File: src/sv/lvg_pkg.sv
// ----------------------------------------------------------------------------
// lvg_pkg
// Shared types and constants for the gcd / lcm core: operand and result
// widths, the queued item, the item classes and the back-end states.
// ----------------------------------------------------------------------------
package lvg_pkg;

    localparam int OPND_W      = 32;
    localparam int LCM_W       = 64;
    localparam int DEF_WIDTH   = 32;
    localparam int QUEUE_DEPTH = 2;

    typedef enum logic [1:0] {
        KIND_NORMAL,
        KIND_ONE_ZERO,
        KIND_BOTH_ZERO
    } t_kind;

    typedef struct packed {
        logic [OPND_W-1:0] a;
        logic [OPND_W-1:0] b;
        t_kind             kind;
    } t_item;

    typedef struct packed {
        logic full;
        logic empty;
    } t_q_status;

    typedef enum logic [1:0] {
        ST_IDLE,
        ST_GCD,
        ST_DIV,
        ST_MUL
    } t_state;

endpackage

File: src/sv/lcm_via_euclid_gcd_core.sv
// ----------------------------------------------------------------------------
// lcm_via_euclid_gcd_core
// Greatest common divisor and least common multiple of two unsigned operands.
// ----------------------------------------------------------------------------
// An operand pair is taken when start is high and busy is low; busy is high
// only while the two-entry input queue is full. Each pair gives one result,
// shown for one cycle with o_strobe high, in input order; the receiver cannot
// stall it. A pair with a zero operand is finished in the idle state and
// its result is registered for the strobe. Any other pair runs through the
// binary gcd reduction (one step per cycle in the back end, ending with a
// step that finds the two values equal), the bit-serial divider for
// first / gcd (one quotient bit per cycle, WIDTH bits) and the final
// multiply. Items are worked on one at a time by the back end; the queue
// lets new pairs arrive meanwhile.
// ----------------------------------------------------------------------------
module lcm_via_euclid_gcd_core #(
    parameter int WIDTH       = lvg_pkg::DEF_WIDTH,
    parameter int QUEUE_DEPTH = lvg_pkg::QUEUE_DEPTH
) (
    input  logic                        i_clk,
    input  logic                        i_rst_n,
    input  logic                        start,
    output logic                        busy,
    input  logic [lvg_pkg::OPND_W-1:0]  i_first_value,
    input  logic [lvg_pkg::OPND_W-1:0]  i_second_value,
    output logic                        o_strobe,
    output logic [lvg_pkg::OPND_W-1:0]  o_gcd_value,
    output logic [lvg_pkg::LCM_W-1:0]   o_lcm_value,
    output logic                        o_zero_error
);

    logic               w_push;
    logic               w_pop;
    lvg_pkg::t_item     w_in_item;
    lvg_pkg::t_item     w_head_item;
    lvg_pkg::t_q_status w_q_status;

    assign busy = w_q_status.full;

    lvg_front #(
        .WIDTH (WIDTH)
    ) u_front (
        .start          (start),
        .i_first_value  (i_first_value),
        .i_second_value (i_second_value),
        .i_q_status     (w_q_status),
        .o_push         (w_push),
        .o_item         (w_in_item)
    );

    lvg_queue #(
        .DEPTH (QUEUE_DEPTH)
    ) u_queue (
        .i_clk    (i_clk),
        .i_rst_n  (i_rst_n),
        .i_push   (w_push),
        .i_item   (w_in_item),
        .i_pop    (w_pop),
        .o_item   (w_head_item),
        .o_status (w_q_status)
    );

    lvg_back #(
        .WIDTH (WIDTH)
    ) u_back (
        .i_clk        (i_clk),
        .i_rst_n      (i_rst_n),
        .i_item       (w_head_item),
        .i_q_status   (w_q_status),
        .o_pop        (w_pop),
        .o_strobe     (o_strobe),
        .o_gcd_value  (o_gcd_value),
        .o_lcm_value  (o_lcm_value),
        .o_zero_error (o_zero_error)
    );

endmodule

File: src/sv/lvg_front.sv
// ----------------------------------------------------------------------------
// lvg_front
// Accepts operand pairs, masks them to the operand width and sorts them into
// normal pairs and pairs with a zero operand before they enter the queue.
// ----------------------------------------------------------------------------
module lvg_front #(
    parameter int WIDTH = lvg_pkg::DEF_WIDTH
) (
    input  logic                        start,
    input  logic [lvg_pkg::OPND_W-1:0]  i_first_value,
    input  logic [lvg_pkg::OPND_W-1:0]  i_second_value,
    input  lvg_pkg::t_q_status          i_q_status,
    output logic                        o_push,
    output lvg_pkg::t_item              o_item
);

    localparam logic [lvg_pkg::OPND_W-1:0] MASK =
        lvg_pkg::OPND_W'((64'd1 << WIDTH) - 64'd1);

    logic [lvg_pkg::OPND_W-1:0] w_a;
    logic [lvg_pkg::OPND_W-1:0] w_b;

    assign w_a    = i_first_value & MASK;
    assign w_b    = i_second_value & MASK;
    assign o_push = start && !i_q_status.full;

    always_comb begin
        o_item.a = w_a;
        o_item.b = w_b;
        priority if (w_a == '0 && w_b == '0) begin
            o_item.kind = lvg_pkg::KIND_BOTH_ZERO;
        end else if (w_a == '0 || w_b == '0) begin
            o_item.kind = lvg_pkg::KIND_ONE_ZERO;
        end else begin
            o_item.kind = lvg_pkg::KIND_NORMAL;
        end
    end

endmodule

File: src/sv/lvg_queue.sv
// ----------------------------------------------------------------------------
// lvg_queue
// Short first-in first-out queue of classified items between the front end
// and the arithmetic back end.
// ----------------------------------------------------------------------------
module lvg_queue #(
    parameter int DEPTH = lvg_pkg::QUEUE_DEPTH
) (
    input  logic                i_clk,
    input  logic                i_rst_n,
    input  logic                i_push,
    input  lvg_pkg::t_item      i_item,
    input  logic                i_pop,
    output lvg_pkg::t_item      o_item,
    output lvg_pkg::t_q_status  o_status
);

    localparam int PTR_W = (DEPTH > 1) ? $clog2(DEPTH) : 1;
    localparam int CNT_W = $clog2(DEPTH + 1);

    lvg_pkg::t_item   r_mem [DEPTH];
    logic [PTR_W-1:0] r_wr_ptr;
    logic [PTR_W-1:0] r_rd_ptr;
    logic [CNT_W-1:0] r_count;
    logic             w_push;
    logic             w_pop;

    assign o_status.full  = (r_count == CNT_W'(DEPTH));
    assign o_status.empty = (r_count == '0);
    assign w_push         = i_push && !o_status.full;
    assign w_pop          = i_pop && !o_status.empty;
    assign o_item         = r_mem[r_rd_ptr];

    always_ff @(posedge i_clk) begin
        if (w_push) begin
            r_mem[r_wr_ptr] <= i_item;
        end
    end

    always_ff @(posedge i_clk) begin
        if (!i_rst_n) begin
            r_wr_ptr <= '0;
            r_rd_ptr <= '0;
            r_count  <= '0;
        end else begin
            if (w_push) begin
                r_wr_ptr <= (r_wr_ptr == PTR_W'(DEPTH - 1)) ? '0 : r_wr_ptr + PTR_W'(1);
            end
            if (w_pop) begin
                r_rd_ptr <= (r_rd_ptr == PTR_W'(DEPTH - 1)) ? '0 : r_rd_ptr + PTR_W'(1);
            end
            unique case ({w_push, w_pop})
                2'b10:   r_count <= r_count + CNT_W'(1);
                2'b01:   r_count <= r_count - CNT_W'(1);
                default: r_count <= r_count;
            endcase
        end
    end

endmodule

File: src/sv/lvg_back.sv
// ----------------------------------------------------------------------------
// lvg_back
// Arithmetic back end: binary gcd one step per cycle, a restoring divider
// for first / gcd one bit per cycle, then one multiply by the second operand.
// ----------------------------------------------------------------------------
module lvg_back #(
    parameter int WIDTH = lvg_pkg::DEF_WIDTH
) (
    input  logic                        i_clk,
    input  logic                        i_rst_n,
    input  lvg_pkg::t_item              i_item,
    input  lvg_pkg::t_q_status          i_q_status,
    output logic                        o_pop,
    output logic                        o_strobe,
    output logic [lvg_pkg::OPND_W-1:0]  o_gcd_value,
    output logic [lvg_pkg::LCM_W-1:0]   o_lcm_value,
    output logic                        o_zero_error
);

    localparam int CNT_W = $clog2(WIDTH);

    lvg_pkg::t_state r_state, n_state;
    logic [WIDTH-1:0] r_a, n_a;
    logic [WIDTH-1:0] r_b, n_b;
    logic [WIDTH-1:0] r_u, n_u;
    logic [WIDTH-1:0] r_v, n_v;
    logic [CNT_W-1:0] r_k, n_k;
    logic [WIDTH-1:0] r_g, n_g;
    logic [WIDTH-1:0] r_rem, n_rem;
    logic [WIDTH-1:0] r_quo, n_quo;
    logic [CNT_W-1:0] r_cnt, n_cnt;
    logic             r_strobe, n_strobe;
    logic [lvg_pkg::OPND_W-1:0] r_gcd_out, n_gcd_out;
    logic [lvg_pkg::LCM_W-1:0]  r_lcm_out, n_lcm_out;
    logic             r_err, n_err;

    logic [WIDTH:0]     w_trial;
    logic [WIDTH:0]     w_trial_sub;
    logic [WIDTH-1:0]   w_u_minus_v;
    logic [WIDTH-1:0]   w_v_minus_u;
    logic [2*WIDTH-1:0] w_prod;

    assign w_trial     = {r_rem, r_quo[WIDTH-1]};
    assign w_trial_sub = w_trial - {1'b0, r_g};
    assign w_u_minus_v = r_u - r_v;
    assign w_v_minus_u = r_v - r_u;
    assign w_prod      = r_quo * r_b;

    assign o_strobe     = r_strobe;
    assign o_gcd_value  = r_gcd_out;
    assign o_lcm_value  = r_lcm_out;
    assign o_zero_error = r_err;

    always_comb begin
        n_state   = r_state;
        n_a       = r_a;
        n_b       = r_b;
        n_u       = r_u;
        n_v       = r_v;
        n_k       = r_k;
        n_g       = r_g;
        n_rem     = r_rem;
        n_quo     = r_quo;
        n_cnt     = r_cnt;
        n_strobe  = 1'b0;
        n_gcd_out = r_gcd_out;
        n_lcm_out = r_lcm_out;
        n_err     = r_err;
        o_pop     = 1'b0;
        unique case (r_state)
            lvg_pkg::ST_IDLE: begin
                if (!i_q_status.empty) begin
                    o_pop = 1'b1;
                    n_a   = i_item.a[WIDTH-1:0];
                    n_b   = i_item.b[WIDTH-1:0];
                    n_u   = i_item.a[WIDTH-1:0];
                    n_v   = i_item.b[WIDTH-1:0];
                    n_k   = '0;
                    if (i_item.kind == lvg_pkg::KIND_NORMAL) begin
                        n_state = lvg_pkg::ST_GCD;
                    end else begin
                        n_strobe  = 1'b1;
                        n_gcd_out = i_item.a | i_item.b;
                        n_lcm_out = '0;
                        n_err     = (i_item.kind == lvg_pkg::KIND_BOTH_ZERO);
                    end
                end
            end
            lvg_pkg::ST_GCD: begin
                priority if (r_u == r_v) begin
                    n_g     = WIDTH'(r_u << r_k);
                    n_rem   = '0;
                    n_quo   = r_a;
                    n_cnt   = '0;
                    n_state = lvg_pkg::ST_DIV;
                end else if (!r_u[0] && !r_v[0]) begin
                    n_u = r_u >> 1;
                    n_v = r_v >> 1;
                    n_k = r_k + CNT_W'(1);
                end else if (!r_u[0]) begin
                    n_u = r_u >> 1;
                end else if (!r_v[0]) begin
                    n_v = r_v >> 1;
                end else if (r_u > r_v) begin
                    n_u = w_u_minus_v >> 1;
                end else begin
                    n_v = w_v_minus_u >> 1;
                end
            end
            lvg_pkg::ST_DIV: begin
                if (!w_trial_sub[WIDTH]) begin
                    n_rem = w_trial_sub[WIDTH-1:0];
                    n_quo = {r_quo[WIDTH-2:0], 1'b1};
                end else begin
                    n_rem = w_trial[WIDTH-1:0];
                    n_quo = {r_quo[WIDTH-2:0], 1'b0};
                end
                n_cnt = r_cnt + CNT_W'(1);
                if (r_cnt == CNT_W'(WIDTH - 1)) begin
                    n_state = lvg_pkg::ST_MUL;
                end
            end
            lvg_pkg::ST_MUL: begin
                n_strobe  = 1'b1;
                n_gcd_out = lvg_pkg::OPND_W'(r_g);
                n_lcm_out = lvg_pkg::LCM_W'(w_prod);
                n_err     = 1'b0;
                n_state   = lvg_pkg::ST_IDLE;
            end
            default: begin
                n_state = lvg_pkg::ST_IDLE;
            end
        endcase
    end

    always_ff @(posedge i_clk) begin
        if (!i_rst_n) begin
            r_state  <= lvg_pkg::ST_IDLE;
            r_strobe <= 1'b0;
        end else begin
            r_state  <= n_state;
            r_strobe <= n_strobe;
        end
    end

    always_ff @(posedge i_clk) begin
        r_a       <= n_a;
        r_b       <= n_b;
        r_u       <= n_u;
        r_v       <= n_v;
        r_k       <= n_k;
        r_g       <= n_g;
        r_rem     <= n_rem;
        r_quo     <= n_quo;
        r_cnt     <= n_cnt;
        r_gcd_out <= n_gcd_out;
        r_lcm_out <= n_lcm_out;
        r_err     <= n_err;
    end

endmodule

File: config.mk
export PLATFORM = sky130hd
export DESIGN_NAME = lcm_via_euclid_gcd_core
export DESIGN_NICKNAME = d
export VERILOG_FILES = /design/src/sv/lvg_pkg.sv /design/src/sv/lcm_via_euclid_gcd_core.sv /design/src/sv/lvg_front.sv /design/src/sv/lvg_queue.sv /design/src/sv/lvg_back.sv
export SDC_FILE = /design/constraint.sdc
export NUM_CORES = 2
export LEC_CHECK = 0
export BUFFER_PORTS_ARGS = -buffer_cell sky130_fd_sc_hd__buf_2
export CORE_ASPECT_RATIO = 0.8
export CORE_UTILIZATION = 35
export DETAILED_ROUTE_END_ITERATION = 6
export PLACE_DENSITY = 0.54
export SYNTH_ARGS = -nofsm -noshare
export SYNTH_HDL_FRONTEND = slang
export SYNTH_HIERARCHICAL = 1
export SYNTH_SLANG_ARGS = --single-unit
File: constraint.sdc
create_clock -name i_clk -period 16.5 [get_ports i_clk]
set_input_delay 1.65 -clock i_clk [delete_from_list [all_inputs] [get_ports i_clk]]
set_output_delay 1.65 -clock i_clk [all_outputs]
set_load 0.005 [all_outputs]
## Yosys cells after proc, flatten, opt, wreduce, memory -nomap -nowiden

Memory sizes are Yosys's and may differ from the RTL's. A register that Yosys moved wholly into a read port is not among the register bits.
Index checks and enable logic that the tools add are counted.

- Register bits: 338
- Memory bits (writable): 132
- Input port bits: 67
- Output and inout port bits: 99
- Logic and storage cells: 137
- Memories kept: 1

Memory list:

| name | depth | bits a word | read ports | clocked after memory_dff | wr ports | RTL line | source |
|---|---|---|---|---|---|---|---|
| u_queue.r_mem | 2 | 66 | 1 | 1 | 1 | lvg_queue.sv:21 | `lvg_pkg::t_item r_mem [DEPTH];` |

- Add/sub/neg operators: 9
- $mul: 1
- $lt $le $gt $ge: 1
- Equality and inequality tests: 20
- Shift operators: 1
- Mux-type cells: 54
- Bitwise gates (word level): 2
- Reduce and logical (&&, ||, !) cells: 29

Operators with widths:

| kind | count |
|---|---|
| $mux 32 | 17 |
| $pmux 32 s2 | 5 |
| $mux 64 | 2 |
| $pmux 64 s2 | 1 |
| $logic_not 32->1 | 2 |
| $mul 32x32->64 | 1 |
| $sub 32x32->32 | 2 |
| $sub 33x32->33 | 1 |
| $eq 32x32->1 | 1 |
| $gt 32x32->1 | 1 |
| $or 32x32->32 | 1 |
| $shl 32x5->32 | 1 |
| $mux 5 | 4 |
| $pmux 5 s2 | 2 |
| $mux 1 | 14 |
| $ne 4x4->1 const B | 3 |
| $reduce_and 4->1 | 3 |
| $add 5x1->5 const B | 2 |
| $eq 2x2->1 const B | 5 |
| $mux 2 | 5 |
| $reduce_and 5->1 | 2 |
| $ne 2x1->1 const B | 4 |
| $pmux 2 s4 | 1 |
| $reduce_bool 2->1 | 4 |
| other kinds (16) | 33 |

## Logic depth before layout (Yosys ltp)

- Depth in word-level cells: 7
- Gate-level depth with buffers: 28
- Depth with buffers taken out: 26

## Cells and area by module

The synthesis kept the hierarchy.

By module, submodules not included:

| module | instances | cells each | area each (µm²) | seq. area each (µm²) |
|---|---|---|---|---|
| lvg_back | 1 | 5638 | 53473.8 | 9999.6 |
| lvg_queue | 1 | 231 | 4978.5 | 4063.9 |
| lvg_front | 1 | 88 | 644.4 | 0.0 |

## Worst setup path before layout

OpenSTA, ideal clock, no wires.

- Path kind: register -> register
- Start: register u_back.r_state[0]
- End: register u_back.r_gcd_out, in the netlist u_back/o_gcd_value[0], enable pin
- Library setup time: 0.687 ns
- Arrival time: 7.933 ns
- Required time: 15.813 ns
- Path slack: 7.881 ns
- Stages on the path, launching flop included: 6
- Path buffers: 2
- Clock period less this slack: 8.619 ns
- Path through: dfxtp_1 ha_1 clkbuf_1 inv_2 clkbuf_1 o21ai_0

- Word-level cells in the longest chain between the ends: 3
- Elaborated cells on any way between the ends: 6
- Classes of those cells: eq/ne (3); reduce/logical (3)

RTL lines:

| element | RTL line | source |
|---|---|---|
| from (decl) | lvg_back.sv:22 | `lvg_pkg::t_state r_state, n_state;` |
| from (signal assigned) | lvg_back.sv:138 | `r_state <= lvg_pkg::ST_IDLE;` |
| from (signal assigned) | lvg_back.sv:141 | `r_state <= n_state;` |
| $logic_not 2->1 / $eq 2x2->1 (equally long branches) | lvg_back.sv:70 | `unique case (r_state)` |
| $ne 2x2->1 (no line) / $reduce_bool 2->1 (equally long branches) | -- |  |
| $reduce_and 3->1 (no line) * | -- |  |
| to (signal assigned) | lvg_back.sv:156 | `r_gcd_out <= n_gcd_out;` |
| to (decl) | lvg_back.sv:33 | `logic [lvg_pkg::OPND_W-1:0] r_gcd_out, n_gcd_out;` |

Every way passes the cells marked *; elsewhere a longest branch is shown, timed or not.
A chain may end at the register's enable or synchronous reset.

## Worst setup path after layout

- Start: register u_back.r_b[12]
- End: register u_back.r_lcm_out, in the netlist u_back/o_lcm_value[61] (data pin)

- Word-level cells in the longest chain between the ends: 2

RTL lines:

| element | RTL line | source |
|---|---|---|
| from (decl) | lvg_back.sv:24 | `logic [WIDTH-1:0] r_b, n_b;` |
| from (signal assigned) | lvg_back.sv:148 | `r_b <= n_b;` |
| $mul 32x32->64 | lvg_back.sv:47 | `assign w_prod = r_quo * r_b;` |
| $pmux 64 s2 | lvg_back.sv:70 |  |
| to (signal assigned) | lvg_back.sv:157 | `r_lcm_out <= n_lcm_out;` |
| to (decl) | lvg_back.sv:34 | `logic [lvg_pkg::LCM_W-1:0] r_lcm_out, n_lcm_out;` |

No other way between the ends.

==> summary.txt <==
Outcome
  – Outcome: completed

Layout
  – Fill count: 16700
  – Multi-input logic area: 39500 µm²
  – Core Util, Final: 0.380
  – Sequential Area: 14100 µm²
  – Layout net count: 7206
  – P&R area growth vs syn: 7.56%
  – Final instance area: 63600 µm²
  – Share of cells above drive strength 1: 0.0845

Setup path
  – Crit-path cells: buf_16, and2_1, fa_1, fa_1, inv_1, fa_1, fa_1, fa_1, inv_1, fa_1, fa_1, fa_1, ha_1, a21oi_1, o21ai_0, a31oi_1, nor2_1, a211oi_1, o41ai_4, a211oi_1, a31oi_1, xnor2_1, nor2_1
  – Worst path bufs/invs: 3
  – R2R setup slack: 8.01 ns
  – Kind of launch point of the worst setup path: flop
  – CP delay by family, top: adder cells
  – Data arrival, critical path: 8.93 ns
  – Worst Reg-to-Reg Cells: 23
  – Slowest CP cell: a211oi_1
  – WS Path Type: flop to flop
  – Most used cell, CP: fa_1
  – Crit Reg-Reg Endpoint: u_back/o_lcm_value[61]
  – Worst reg2reg startpoint: u_back/r_b[12]
  – Element type at the critical path end: flop
  – Required time of the critical path: 16.94 ns
  – Crit path largest cell delay: 0.73 ns
  – Crit-path max FO: 22

Timing
  – Final setup viols: 0
  – Setup TNS: 0 ns
  – RSZ-0062 raised after global routing: false
  – Max-slew headroom: 0.232
  – Min Tclk post-route: 8.49 ns
  – Pins Over Slew Limit: 0
  – Worst-Margin Slew: 1.15 ns
  – Setup Skew: 0.0782 ns
  – Worst Hold Margin: 0.494 ns
  – Period utilisation layout: 0.514
  – FMAX: 118 MHz
  – Hold Violations, Final: 0

Route
  – Initial DRC count: 3468
  – Routed vias/inst: 5.17
  – Drt drc: 0
  – DRT Wirelength: 178000 µm
  – Initial DRT Pass Iterations: 7
  – Vias: 42200
  – Wire per inst: 21.8 µm
  – Post-route ant nets: 0

Synthesis
  – Complex-gate fraction of the synthesized area: 0.0813
  – Post-synthesis mux area share: 0.0345
  – Synth Flop Type: edfxtp_1
  – Seq/Total Area, Yosys: 0.238
  – Total nets after synthesis: 7292
  – Simple-gate area share of the yosys netlist: 0.148
  – Avg Inst Size Synth: 9.92 µm²
  – Synthesized flop and latch total: 471
  – Main combinational cell family by area after synthesis: adder cells
  – Yosys warns: 6
  – Netlist Area Pre-Place: 59100 µm²
  – Cells after synthesis: 5957
  – Synth Area in XOR/XNOR: 0.0208
  – EDFF count, synth: 463
  – Synth Area in Adders: 0.383
  – Netlist cell types: 91
  – Asr flop ratio synth: 0

Global route
  – Largest net degree at the start of global routing: 67
  – Initial antenna violation count: 7
  – Global-route wire length before repair: 270000 µm
  – Vias in the first global route: 42800
  – Grt total ovfl: 0
  – Gr usage total: 0.210

Place
  – IO Port Bufs: 165
  – HPWL after DPL: 138000 µm
  – GP Congestion: 0.926
  – Cell Area, Placed: 61600 µm²

Min path
  – Hold Crit Depth: 2
  – Hold Startpoint: u_queue/r_wr_ptr
  – Hold path endpoint: u_queue/r_wr_ptr
  – Hold Path Class: flop to flop

Die
  – Core Region: 167000 µm²
  – Die ar.: 171000 µm²
  – Initial Util: 0.354
  – I/O pin cnt: 166
  – FP Rows: 134
  – Die Width: 461 µm
  – Die Span Y: 370 µm

Clock network
  – CTS tree: yes
  – H-tree depth: 2
  – Post-CTS setup buffers: 0
  – Clock Latency Late Sink: 0.72 ns
  – Clock root buffer: clkbuf_16
  – Reg clk slew, reported paths: 0.07 ns
  – CTS Buffer Depth: 3
  – Post-cts hold buffer count: 0
  – Clock sink count: 471
  – Num CTS Buffers: 55
  – Resized Gates After CTS: 0

Run
  – Number of max-cap violations: 0
==> cell usage after synthesis (7+ instances only) <==
master       n  share of area
mux2_2     102          0.019
nand2b_1    16         0.0017
mux4_2      10         0.0038
nor4_1      22         0.0023
a211oi_1    18         0.0023
edfxtp_1   463           0.24
or2_2        9        0.00095
o22ai_1     13         0.0014
nor3_1      69         0.0058
xor2_1      46         0.0068
o21ai_0    121          0.010
a21boi_0     7        0.00089
nor2_1     261          0.017
o211ai_1    15         0.0019
dfxtp_1      8         0.0027
a21o_1      94          0.012
mux2i_1     65          0.011
and2_1     606          0.064
buf_2       22         0.0019
nand4_1     31         0.0033
or3_1        8        0.00085
a31oi_1     23         0.0024
o21bai_1    27         0.0034
nand3_1     42         0.0036
and3_1      31         0.0033
buf_1       15        0.00095
o21ai_1     10        0.00085
buf_4       64         0.0081
nor2b_1     24         0.0025
nand2_1    620          0.039
inv_1     1007          0.064
xnor2_1     91          0.013
o21a_1      26         0.0033
a21oi_1    265          0.022
fa_1       899           0.30
clkbuf_1   288          0.018
a221oi_1    31         0.0046
ha_1       369          0.078
==> cell families after synthesis <==
logic type / Yosys count
AND/OR/NAND/NOR: 1762
buffers and inverters: 1406
adder cells (fa/ha/maj): 1268
AO/OA/AOI/OAI: 734
flip-flops: 471
multiplexers: 178
XOR/XNOR: 138
==> tightest hold or removal path: stages (launching register included) <==
cell,delay [ns]
dfxtp_1,0.31
o21ai_0,0.07
a21boi_1,0.06
==> layout by cell type, fill, tap and decap left out, types with 85 or more instances in the layout <==
cell,synthesis,layout
buf_4,64,85
o21ai_0,121,119
fa_1,899,899
edfxtp_1,463,463
inv_1,1007,1006
buf_2,22,165
mux2_2,102,102
a21oi_1,265,265
a21o_1,94,94
and2_1,606,606
xnor2_1,91,91
nand2_1,620,620
nor2_1,261,261
ha_1,369,366
==> layout make-up <==
type	count	share of cell area
Tap cell	2244	0.0442
Clock inverter	25	0.00561
Antenna cell	7	0.000276
Sequential cell	471	0.221
Timing Repair Buffer	252	0.0239
Clock buffer	79	0.0237
Multi-Input combinational cell	4080	0.621
Inverter	1011	0.0597
==> worst max path at each step <==
stage / startpoint / endpoint / slack (ns) / cells past startpoint
finish: u_back/r_b[12] / u_back/o_lcm_value[61] / 8.01 / 23
global placement: u_back/r_b[12] / u_back/o_lcm_value[58] / 7.85 / 22
floorplan: u_back/r_state[0] / u_back/o_gcd_value[0] / 7.88 / 5
detailed placement: u_back/r_b[12] / u_back/o_lcm_value[58] / 7.79 / 22
global route: u_back/r_quo[11] / u_back/o_lcm_value[60] / 7.64 / 24
CTS: u_back/r_b[12] / u_back/o_lcm_value[58] / 7.73 / 22
==> registers in the layout, summed over array words and instances (netlist names), named ones only <==
signal and count:
u_back/r_cnt 5, u_back/r_v 32, u_back/o_zero_error 1, u_queue/r_mem 132, u_queue/r_wr_ptr 1, u_back/r_b 32, u_back/r_quo 32, u_back/r_g 32
u_back/o_gcd_value 32, u_back/r_state 2, u_back/r_k 5, u_back/o_strobe 1, u_back/o_lcm_value 64, u_back/r_u 32, u_back/r_a 32, u_back/r_rem 32
u_queue/r_rd_ptr 1, u_queue/r_count 2
==> metrics by stage <==
step	worst slack, ns	instances
after global routing	7.64	8162
after detailed placement	7.79	8056
after floorplan	7.88	5957
final	8.01	8169
after CTS	7.73	8160
after global placement	7.85	8056
==> routing by layer <==
metal,part of all wire,track usage,vias up
met2,0.46,0.330,1379
met5,0,0,-
li1,-,-,18800
met3,0.068,0.0279,176
met1,0.45,0.308,21900
met4,0.020,0.0451,0
Power is left out: the tool's default activity adds up to more than one toggle a clock period on the data nets, which glitch-free logic cannot reach.
